$ cat config.mk
export PLATFORM = sky130hd
export DESIGN_NAME = partial_permutation_unrank_core
export DESIGN_NICKNAME = d
export VERILOG_FILES = /design/src/rtl/ppu_pkg.sv /design/src/rtl/ppu_front.sv /design/src/rtl/ppu_div.sv /design/src/rtl/ppu_back.sv /design/src/rtl/partial_permutation_unrank_core.sv
export SDC_FILE = /design/constraint.sdc
export NUM_CORES = 1
export LEC_CHECK = 0
export BUFFER_PORTS_ARGS = -buffer_cell sky130_fd_sc_hd__buf_2
export CELL_PAD_IN_SITES_DETAIL_PLACEMENT = 1
export CELL_PAD_IN_SITES_GLOBAL_PLACEMENT = 1
export CORE_ASPECT_RATIO = 1.1
export CORE_MARGIN = 2
export CORE_UTILIZATION = 28
export DETAILED_ROUTE_END_ITERATION = 16
export PLACE_DENSITY_LB_ADDON = 0.1
export SLEW_MARGIN = 10
export SYNTH_ARGS = -nofsm -noshare
export SYNTH_HDL_FRONTEND = slang
export SYNTH_SLANG_ARGS = --single-unit
export TNS_END_PERCENT = 5
$ cat constraint.sdc
create_clock -name clock -period 17.8 [get_ports clock]
set_input_delay 3.56 -clock clock [delete_from_list [all_inputs] [get_ports clock]]
set_output_delay 3.56 -clock clock [all_outputs]
set_load 0.01 [all_outputs]
$ cat src/rtl/ppu_pkg.sv
// Package for the partial permutation unrank core.
// Holds field widths, register indexes, the item shape and the back-end state type.
`timescale 1ns / 1ps

package ppu_pkg;

   localparam int CFG_W      = 5;
   localparam int OUT_W      = 4;
   localparam int CSR_IDX_W  = 2;
   localparam int DIGIT_BITS = 8;

   localparam logic [CSR_IDX_W-1:0] CSR_DOMAIN_SIZE  = 2'd0;
   localparam logic [CSR_IDX_W-1:0] CSR_CHOOSE_COUNT = 2'd1;

   localparam logic [CFG_W-1:0] DOMAIN_RESET = 5'd16;
   localparam logic [CFG_W-1:0] COUNT_RESET  = 5'd16;

   // Effective domain size and position count of one item, after clamping
   typedef struct packed {
      logic [CFG_W-1:0] dom;
      logic [CFG_W-1:0] cnt;
   } shape_type;

   typedef enum logic [1:0] {
      ST_IDLE,
      ST_START,
      ST_DIV,
      ST_EMIT
   } back_state_type;

endpackage

$ cat src/rtl/ppu_front.sv
// Front end: configuration registers, clamping of the item shape and a two-entry queue.
// Depends on ppu_pkg.
`timescale 1ns / 1ps

module ppu_front import ppu_pkg::*; #(
   parameter int MAX_DOMAIN = 16,
   parameter int RANK_BITS  = 45
) (
   input  logic                 clock,
   input  logic                 reset,
   input  logic                 csr_write_en,
   input  logic [CSR_IDX_W-1:0] csr_index,
   input  logic [CFG_W-1:0]     csr_wdata,
   input  logic                 req_valid,
   output logic                 req_ready,
   input  logic [RANK_BITS-1:0] req_rank,
   output logic                 item_valid,
   input  logic                 item_pop,
   output logic [RANK_BITS-1:0] item_rank,
   output shape_type            item_shape
);

   localparam logic [CFG_W:0]   MAX_DOM_WIDE = (CFG_W+1)'(MAX_DOMAIN);
   localparam logic [CFG_W-1:0] MAX_DOM_CFG  = CFG_W'(MAX_DOMAIN);

   logic [CFG_W-1:0]     dom_cfg_ff, dom_cfg_in;
   logic [CFG_W-1:0]     cnt_cfg_ff, cnt_cfg_in;
   logic [RANK_BITS-1:0] q_rank_ff [2];
   logic [RANK_BITS-1:0] q_rank_in [2];
   shape_type            q_shape_ff [2];
   shape_type            q_shape_in [2];
   logic                 wr_ptr_ff, wr_ptr_in;
   logic                 rd_ptr_ff, rd_ptr_in;
   logic [1:0]           q_cnt_ff, q_cnt_in;
   logic                 push;
   shape_type            shape;

   always_comb begin
      dom_cfg_in = dom_cfg_ff;
      cnt_cfg_in = cnt_cfg_ff;
      if (csr_write_en && csr_index == CSR_DOMAIN_SIZE) begin
         dom_cfg_in = csr_wdata;
      end
      if (csr_write_en && csr_index == CSR_CHOOSE_COUNT) begin
         cnt_cfg_in = csr_wdata;
      end
   end

   // Clamp domain to 1..MAX_DOMAIN, then count to 1..domain
   always_comb begin
      shape.dom = dom_cfg_ff;
      if (dom_cfg_ff == '0) begin
         shape.dom = CFG_W'(1);
      end else if ({1'b0, dom_cfg_ff} > MAX_DOM_WIDE) begin
         shape.dom = MAX_DOM_CFG;
      end
      shape.cnt = cnt_cfg_ff;
      if (cnt_cfg_ff == '0) begin
         shape.cnt = CFG_W'(1);
      end else if (cnt_cfg_ff > shape.dom) begin
         shape.cnt = shape.dom;
      end
   end

   assign req_ready  = (q_cnt_ff != 2'd2);
   assign push       = req_valid && req_ready;
   assign item_valid = (q_cnt_ff != 2'd0);
   assign item_rank  = q_rank_ff[rd_ptr_ff];
   assign item_shape = q_shape_ff[rd_ptr_ff];

   always_comb begin
      q_rank_in  = q_rank_ff;
      q_shape_in = q_shape_ff;
      wr_ptr_in  = wr_ptr_ff;
      rd_ptr_in  = rd_ptr_ff;
      q_cnt_in   = q_cnt_ff;
      if (push) begin
         q_rank_in[wr_ptr_ff]  = req_rank;
         q_shape_in[wr_ptr_ff] = shape;
         wr_ptr_in             = ~wr_ptr_ff;
      end
      if (item_pop) begin
         rd_ptr_in = ~rd_ptr_ff;
      end
      if (push && !item_pop) begin
         q_cnt_in = q_cnt_ff + 2'd1;
      end else if (!push && item_pop) begin
         q_cnt_in = q_cnt_ff - 2'd1;
      end
   end

   always_ff @(posedge clock) begin
      if (reset) begin
         dom_cfg_ff <= DOMAIN_RESET;
         cnt_cfg_ff <= COUNT_RESET;
         wr_ptr_ff  <= 1'b0;
         rd_ptr_ff  <= 1'b0;
         q_cnt_ff   <= 2'd0;
      end else begin
         dom_cfg_ff <= dom_cfg_in;
         cnt_cfg_ff <= cnt_cfg_in;
         wr_ptr_ff  <= wr_ptr_in;
         rd_ptr_ff  <= rd_ptr_in;
         q_cnt_ff   <= q_cnt_in;
      end
   end

   always_ff @(posedge clock) begin
      q_rank_ff  <= q_rank_in;
      q_shape_ff <= q_shape_in;
   end

   a_pop_needs_entry: assert property (@(posedge clock) disable iff (reset)
      item_pop |-> q_cnt_ff != 2'd0)
      else $error("queue popped while empty");

endmodule

$ cat src/rtl/ppu_div.sv
// Iterative divider of the remaining rank by a small radix, eight quotient bits a cycle.
// Depends on ppu_pkg.
`timescale 1ns / 1ps

module ppu_div import ppu_pkg::*; #(
   parameter int MAX_DOMAIN = 16,
   parameter int RANK_BITS  = 45
) (
   input  logic                               clock,
   input  logic                               reset,
   input  logic                               start,
   input  logic [RANK_BITS-1:0]               dividend,
   input  logic [$clog2(MAX_DOMAIN+1)-1:0]    radix,
   output logic                               done,
   output logic [RANK_BITS-1:0]               quotient,
   output logic [$clog2(MAX_DOMAIN+1)-1:0]    remainder
);

   localparam int RADIX_W   = $clog2(MAX_DOMAIN+1);
   localparam int DIV_STEPS = (RANK_BITS + DIGIT_BITS - 1) / DIGIT_BITS;
   localparam int PAD_W     = DIV_STEPS * DIGIT_BITS;
   localparam int STEP_W    = $clog2(DIV_STEPS+1);

   logic [PAD_W-1:0]      acc_ff, acc_in;
   logic [RADIX_W-1:0]    rem_ff, rem_in;
   logic [RADIX_W-1:0]    radix_ff, radix_in;
   logic [STEP_W-1:0]     step_ff, step_in;
   logic                  done_ff, done_in;
   logic [RADIX_W:0]      trial;
   logic [RADIX_W-1:0]    part;
   logic [DIGIT_BITS-1:0] qbits;

   // Eight restoring steps on the top byte of the shifting dividend
   always_comb begin
      part  = rem_ff;
      qbits = '0;
      trial = '0;
      for (int k = 0; k < DIGIT_BITS; k++) begin
         trial = {part, acc_ff[PAD_W-1-k]};
         if (trial >= {1'b0, radix_ff}) begin
            trial                  = trial - {1'b0, radix_ff};
            qbits[DIGIT_BITS-1-k] = 1'b1;
         end
         part = trial[RADIX_W-1:0];
      end
   end

   always_comb begin
      acc_in   = acc_ff;
      rem_in   = rem_ff;
      radix_in = radix_ff;
      step_in  = step_ff;
      done_in  = 1'b0;
      if (start) begin
         acc_in   = PAD_W'(dividend);
         rem_in   = '0;
         radix_in = radix;
         step_in  = STEP_W'(DIV_STEPS);
      end else if (step_ff != '0) begin
         acc_in  = (acc_ff << DIGIT_BITS) | PAD_W'(qbits);
         rem_in  = part;
         step_in = step_ff - STEP_W'(1);
         done_in = (step_ff == STEP_W'(1));
      end
   end

   always_ff @(posedge clock) begin
      if (reset) begin
         step_ff <= '0;
         done_ff <= 1'b0;
      end else begin
         step_ff <= step_in;
         done_ff <= done_in;
      end
   end

   always_ff @(posedge clock) begin
      acc_ff   <= acc_in;
      rem_ff   <= rem_in;
      radix_ff <= radix_in;
   end

   assign done      = done_ff;
   assign quotient  = acc_ff[RANK_BITS-1:0];
   assign remainder = rem_ff;

   a_rem_below_radix: assert property (@(posedge clock) disable iff (reset)
      done_ff |-> rem_ff < radix_ff)
      else $error("remainder not below radix");

   a_start_when_idle: assert property (@(posedge clock) disable iff (reset)
      start |-> step_ff == '0)
      else $error("division started while busy");

endmodule

$ cat src/rtl/ppu_back.sv
// Back end: digit sequencer, shifting selection window and result register.
// Depends on ppu_pkg; drives one ppu_div instance through its start and done.
`timescale 1ns / 1ps

module ppu_back import ppu_pkg::*; #(
   parameter int MAX_DOMAIN = 16,
   parameter int RANK_BITS  = 45
) (
   input  logic                            clock,
   input  logic                            reset,
   input  logic                            item_valid,
   output logic                            item_pop,
   input  logic [RANK_BITS-1:0]            item_rank,
   input  shape_type                       item_shape,
   output logic                            div_start,
   output logic [RANK_BITS-1:0]            div_dividend,
   output logic [$clog2(MAX_DOMAIN+1)-1:0] div_radix,
   input  logic                            div_done,
   input  logic [RANK_BITS-1:0]            div_quotient,
   input  logic [$clog2(MAX_DOMAIN+1)-1:0] div_remainder,
   output logic                            rsp_valid,
   input  logic                            rsp_ready,
   output logic [OUT_W-1:0]                rsp_position,
   output logic [OUT_W-1:0]                rsp_mapped_value,
   output logic                            rsp_last
);

   localparam int RADIX_W = $clog2(MAX_DOMAIN+1);
   localparam int IDX_W   = $clog2(MAX_DOMAIN);

   back_state_type       state_ff, state_in;
   logic [RANK_BITS-1:0] rem_ff, rem_in;
   shape_type            shape_ff, shape_in;
   logic [IDX_W-1:0]     idx_ff, idx_in;
   logic [IDX_W-1:0]     win_ff [MAX_DOMAIN];
   logic [IDX_W-1:0]     win_in [MAX_DOMAIN];
   logic                 rsp_valid_ff, rsp_valid_in;
   logic [OUT_W-1:0]     pos_ff, pos_in;
   logic [OUT_W-1:0]     val_ff, val_in;
   logic                 last_ff, last_in;
   logic                 out_free;
   logic                 advance;
   logic                 last_pos;
   logic [IDX_W-1:0]     digit;
   logic [IDX_W-1:0]     picked;

   assign out_free = !rsp_valid_ff || rsp_ready;
   assign last_pos = (CFG_W'(idx_ff) + CFG_W'(1)) == shape_ff.cnt;
   assign digit    = div_remainder[IDX_W-1:0];
   assign picked   = win_ff[digit];

   assign div_dividend = rem_ff;
   assign div_radix    = RADIX_W'(shape_ff.dom - CFG_W'(idx_ff));

   always_comb begin
      state_in = state_ff;
      unique case (state_ff)
         ST_IDLE: begin
            if (item_valid) state_in = ST_START;
         end
         ST_START: begin
            state_in = ST_DIV;
         end
         ST_DIV: begin
            if (div_done) state_in = ST_EMIT;
         end
         ST_EMIT: begin
            if (out_free) state_in = last_pos ? ST_IDLE : ST_START;
         end
         default: state_in = ST_IDLE;
      endcase
   end

   always_comb begin
      item_pop  = 1'b0;
      div_start = 1'b0;
      advance   = 1'b0;
      unique case (state_ff)
         ST_IDLE:  item_pop  = item_valid;
         ST_START: div_start = 1'b1;
         ST_DIV:   ;
         ST_EMIT:  advance   = out_free;
         default:  ;
      endcase
   end

   // Window holds the scratch entries from the current position upward.
   // Take entry digit, put the head in its place, then drop the head.
   always_comb begin
      rem_in       = rem_ff;
      shape_in     = shape_ff;
      idx_in       = idx_ff;
      win_in       = win_ff;
      rsp_valid_in = rsp_valid_ff && !rsp_ready;
      pos_in       = pos_ff;
      val_in       = val_ff;
      last_in      = last_ff;
      if (item_pop) begin
         rem_in   = item_rank;
         shape_in = item_shape;
         idx_in   = '0;
         for (int k = 0; k < MAX_DOMAIN; k++) begin
            win_in[k] = IDX_W'(k);
         end
      end
      if (advance) begin
         rem_in = div_quotient;
         idx_in = idx_ff + IDX_W'(1);
         for (int k = 0; k < MAX_DOMAIN - 1; k++) begin
            win_in[k] = (IDX_W'(k + 1) == digit) ? win_ff[0] : win_ff[k+1];
         end
         rsp_valid_in = 1'b1;
         pos_in       = OUT_W'(idx_ff);
         val_in       = OUT_W'(picked);
         last_in      = last_pos;
      end
   end

   always_ff @(posedge clock) begin
      if (reset) begin
         state_ff     <= ST_IDLE;
         rsp_valid_ff <= 1'b0;
      end else begin
         state_ff     <= state_in;
         rsp_valid_ff <= rsp_valid_in;
      end
   end

   always_ff @(posedge clock) begin
      rem_ff   <= rem_in;
      shape_ff <= shape_in;
      idx_ff   <= idx_in;
      win_ff   <= win_in;
      pos_ff   <= pos_in;
      val_ff   <= val_in;
      last_ff  <= last_in;
   end

   assign rsp_valid        = rsp_valid_ff;
   assign rsp_position     = pos_ff;
   assign rsp_mapped_value = val_ff;
   assign rsp_last         = last_ff;

   a_done_in_div: assert property (@(posedge clock) disable iff (reset)
      div_done |-> state_ff == ST_DIV)
      else $error("division finished outside the wait state");

   a_idx_in_range: assert property (@(posedge clock) disable iff (reset)
      state_ff != ST_IDLE |-> CFG_W'(idx_ff) < shape_ff.cnt)
      else $error("position beyond count");

   a_value_in_domain: assert property (@(posedge clock) disable iff (reset)
      advance |-> CFG_W'(picked) < shape_ff.dom)
      else $error("mapped value outside domain");

endmodule

$ cat src/rtl/partial_permutation_unrank_core.sv
// The first result follows the rank transfer through the queue, the back-end start state,
// the divider and the emit state. The back end works on one rank at a time and takes no
// new rank until it has emitted the results for all n positions, n being the clamped count.
// A two-entry queue lets the front take further ranks while the back end works.
// Reset (synchronous, active high) empties the queue and result register and loads
// domain_size = 16, choose_count = 16. Depends on ppu_pkg, ppu_front, ppu_div, ppu_back.
`timescale 1ns / 1ps

module partial_permutation_unrank_core import ppu_pkg::*; #(
   parameter int MAX_DOMAIN = 16,
   parameter int RANK_BITS  = 45
) (
   input  logic                 clock,
   input  logic                 reset,
   input  logic                 csr_write_en,
   input  logic [CSR_IDX_W-1:0] csr_index,
   input  logic [CFG_W-1:0]     csr_wdata,
   input  logic                 req_valid,
   output logic                 req_ready,
   input  logic [RANK_BITS-1:0] req_rank,
   output logic                 rsp_valid,
   input  logic                 rsp_ready,
   output logic [OUT_W-1:0]     rsp_position,
   output logic [OUT_W-1:0]     rsp_mapped_value,
   output logic                 rsp_last
);

   localparam int RADIX_W = $clog2(MAX_DOMAIN+1);

   logic                 item_valid;
   logic                 item_pop;
   logic [RANK_BITS-1:0] item_rank;
   shape_type            item_shape;
   logic                 div_start;
   logic [RANK_BITS-1:0] div_dividend;
   logic [RADIX_W-1:0]   div_radix;
   logic                 div_done;
   logic [RANK_BITS-1:0] div_quotient;
   logic [RADIX_W-1:0]   div_remainder;

   ppu_front #(
      .MAX_DOMAIN (MAX_DOMAIN),
      .RANK_BITS  (RANK_BITS)
   ) u_front (
      .clock        (clock),
      .reset        (reset),
      .csr_write_en (csr_write_en),
      .csr_index    (csr_index),
      .csr_wdata    (csr_wdata),
      .req_valid    (req_valid),
      .req_ready    (req_ready),
      .req_rank     (req_rank),
      .item_valid   (item_valid),
      .item_pop     (item_pop),
      .item_rank    (item_rank),
      .item_shape   (item_shape)
   );

   ppu_div #(
      .MAX_DOMAIN (MAX_DOMAIN),
      .RANK_BITS  (RANK_BITS)
   ) u_div (
      .clock     (clock),
      .reset     (reset),
      .start     (div_start),
      .dividend  (div_dividend),
      .radix     (div_radix),
      .done      (div_done),
      .quotient  (div_quotient),
      .remainder (div_remainder)
   );

   ppu_back #(
      .MAX_DOMAIN (MAX_DOMAIN),
      .RANK_BITS  (RANK_BITS)
   ) u_back (
      .clock            (clock),
      .reset            (reset),
      .item_valid       (item_valid),
      .item_pop         (item_pop),
      .item_rank        (item_rank),
      .item_shape       (item_shape),
      .div_start        (div_start),
      .div_dividend     (div_dividend),
      .div_radix        (div_radix),
      .div_done         (div_done),
      .div_quotient     (div_quotient),
      .div_remainder    (div_remainder),
      .rsp_valid        (rsp_valid),
      .rsp_ready        (rsp_ready),
      .rsp_position     (rsp_position),
      .rsp_mapped_value (rsp_mapped_value),
      .rsp_last         (rsp_last)
   );

endmodule
==> flow_summary.toml <==
[status]
status = "finished, final reports clean"

[sta]
setup_viol = 0
post-route-period-util = 0.8919
fin_crit_ps = 15880
slew_headroom = 0.2793
drv_slew = 0
finalHoldViolCount = 0
clock.fmax_ghz = 0.06299
tightest_slew_ps = 1079
skew_ps = 24.27
setup_tns_ps = 0
grt_setup_unrepaired = "no"

[global_routing]
grt_max_degree = 90
grt_pass1_vias = 10140
grt_pass1_wl_mm = 61.53
grt_remaining_overflow = 0
grt_util_all_layers = 0.1382
grt_antenna_before_repair = 1

[synth]
avgSynthCellArea_sq_um = 13.17
yosys_warnings = 0
synth_fp_nets = 1305
async_flop_share = 0
syn_area_sq_um = 15570
synth_edf_count = 288
yosysSeqAreaShare = 0.5928
syn_inst = 1182
synth-seq-cells = 317
synth_ff_type = "edfxtp_1"
ys_types = 63

[floorplan]
die_h_um = 251.3
die_x_um = 228.8
coreArea_sq_um = 54950
dieArea_sq_um = 57510
top_level_ports = 68
rows = 90
start_util = 0.2833

[min_path]
min_to = "u_div.done"
min_path_cells = 1
hold_path_class = "reg2reg"
worstHoldStart = "u_div.step_ff[2]"

[critical_path]
path_common_cell = "o21ai_0"
required_ps = 18200
r2r-end = "u_div.remainder[1]"
startpoint_type = "register"
crit_path_end_kind = "register"
slowest_delay_ps = 690
path_max_fanout = 14
r2r_slack_ps = 1920
r2r-start = "u_div.radix_ff[1]"
slowest_stage = "edfxtp_1"
rr_worst_depth = 63
worstSetupPathType = "reg2reg"
arrival_ps = 16280

[clock_tree]
cts-buffers-inserted = 39
cts.clk_slew.worst_paths_ps = 60
htreeDepth = 2
cts_resized = 0
clk_latency_ps = 560
clockBufferDepth = 3
cts_sinks = 317
cts_setup_buffers = 0
cts_root_buffer = "clkbuf_16"
cts_tree = "yes"
cts_hold_buf = 0

[cells_and_area]
num-fill-cells = 5936
fin_nets = 1371
drive_gt1_frac = 0.1864
syn_to_final_growth_pct = 15.81
final_cell_count_no_fill = 2014

[route]
routed_via_density = 4.668
first_pass_iters = 4
routed_wl_mm = 39.38
drtIter0Drc = 337
vias = 9402
drt.antenna.violating_nets = 0
wl_per_cell_um = 19.55
drcViolationCount = 0

[placed_design]
dp_cells = 1943
place_congestion = 0.8047
portBuffers = 67
dp_hpwl_mm = 25.92

[flow_run]
max-cap-violations = 0
## flip-flops by register name, summed over array words and instances (netlist names), 2 cells and up
register and cells:
u_back.rsp_mapped_value 4, u_div.step_ff 3, u_front.dom_cfg_ff 5, u_front.q_rank_ff 90
u_back.idx_ff 4, u_div.remainder 5, u_front.q_shape_ff 20, u_back.win_ff 60
u_div.radix_ff 5, u_div.acc_ff 48, u_front.q_cnt_ff 2, u_back.div_dividend 45
u_back.rsp_position 4, u_back.shape_ff 10, u_back.state_ff 2, u_front.cnt_cfg_ff 5
## layer usage
metal / wire (um) / up-vias / share of wire / global-route usage
li1: - / 4494 / - / -
met3: 1286 / 46 / 0.033 / 0.02552
met2: 19230 / 114 / 0.49 / 0.2360
met4: 753 / 0 / 0.019 / 0.03711
met1: 18110 / 4748 / 0.46 / 0.1799
met5: 0 / - / 0 / 0
## final cells by class
type,instances,area (sq um),area share
sequential,317,9234,0.5121
multi-input combinational,754,5932,0.3290
clock buffer,54,1074,0.05954
tap,736,920.9,0.05108
timing repair buffer,77,410.4,0.02276
clock inverter,16,232.7,0.01291
inverter,59,224.0,0.01242
antenna,1,2.502,0.0001388
## worst max path at each step
stage / from / endpoint / slack (ps) / cells after the start
final: u_div.radix_ff[1] / u_div.remainder[1] / 1920 / 63
after global placement: u_div.radix_ff[1] / u_div.remainder[1] / 2360 / 63
after floorplan: u_div.radix_ff[1] / u_div.remainder[1] / 4320 / 64
after global routing: u_div.radix_ff[1] / u_div.remainder[3] / 240 / 64
after CTS: u_div.radix_ff[1] / u_div.remainder[1] / 1890 / 63
after detailed placement: u_div.radix_ff[1] / u_div.remainder[1] / 1920 / 63
## cell usage after synthesis (all sizes together) (4+ instances only)
| master | number | share of area |
|---|---|---|
| nor2 | 92 | 0.022 |
| mux2 | 63 | 0.046 |
| or3 | 4 | 0.0016 |
| edfxtp | 288 | 0.56 |
| and2 | 7 | 0.0028 |
| o21ai | 75 | 0.024 |
| buf | 9 | 0.0030 |
| nand2 | 102 | 0.025 |
| nor2b | 10 | 0.0040 |
| a21oi | 38 | 0.012 |
| nand2b | 16 | 0.0064 |
| nand3 | 4 | 0.0013 |
| xnor2 | 16 | 0.0090 |
| o22ai | 4 | 0.0020 |
| mux2i | 127 | 0.082 |
| or4 | 5 | 0.0024 |
| clkbuf | 43 | 0.010 |
| a211oi | 11 | 0.0077 |
| a211o | 5 | 0.0028 |
| fa | 9 | 0.012 |
| dfxtp | 29 | 0.037 |
| a21o | 13 | 0.0063 |
| nor3 | 14 | 0.0048 |
| ha | 57 | 0.046 |
| mux4 | 16 | 0.023 |
| and3 | 5 | 0.0020 |
| xor2 | 19 | 0.011 |
| inv | 59 | 0.014 |
| o21a | 6 | 0.0029 |
## stage by stage
| stage | instance area, sq um | setup WS (ps) | hold slack, ps | utilization |
|---|---|---|---|---|
| after floorplan | 15570 | 4323 | 419.5 | - |
| after global placement | 16720 | 2362 | 465.4 | 0.3043 |
| after detailed placement | 16720 | 1921 | 461.3 | 0.3043 |
| after CTS | 18030 | 1888 | 478.4 | 0.3281 |
| after global routing | 18030 | 237.1 | 507.4 | 0.3281 |
| final | 18030 | 1924 | 474.1 | 0.3281 |
## logic make-up (layout without fill, tap and decap cells)
| logic type | count (synthesis) | count (layout) | synth area share |
|---|---|---|---|
| adder cells (fa/ha/maj) | 66 | 66 | 0.05738 |
| AO/OA/AOI/OAI | 177 | 177 | 0.07434 |
| other | 0 | 1 | 0 |
| buffers and inverters | 111 | 206 | 0.02756 |
| AND/OR/NAND/NOR | 270 | 270 | 0.07739 |
| flip-flops | 317 | 317 | 0.5928 |
| XOR/XNOR | 35 | 35 | 0.01969 |
| multiplexers | 206 | 206 | 0.1508 |
## worst max-delay path: cells and delay by family, from the launching register on
kind	cells	cell delay (ps)
multiplexers	5	1560
adder cells (fa/ha/maj)	8	3060
buffers and inverters	3	660
AND/OR/NAND/NOR	14	1930
AO/OA/AOI/OAI	33	7820
flip-flops	1	690
## layout by cell type, fill, tap and decap left out, drive strengths merged, types with 5 or more instances in the layout
cell and instances:
mux2 63, fa 9, nor2b 10, edfxtp 288
a211oi 11, xnor2 16, bufinv 5, nor3 14
o21ai 75, clkinv 11, nand2b 16, nand2 102
and2 7, or4 5, nor2 92, mux4 16
a21o 13, dfxtp 29, and3 5, o21a 6
mux2i 127, a211o 5, inv 59, buf 77
xor2 19, clkbuf 54, ha 57, a21oi 38
Power is left out: the tool's default activity adds up to more than one toggle a clock period on the data nets, which glitch-free logic cannot reach.
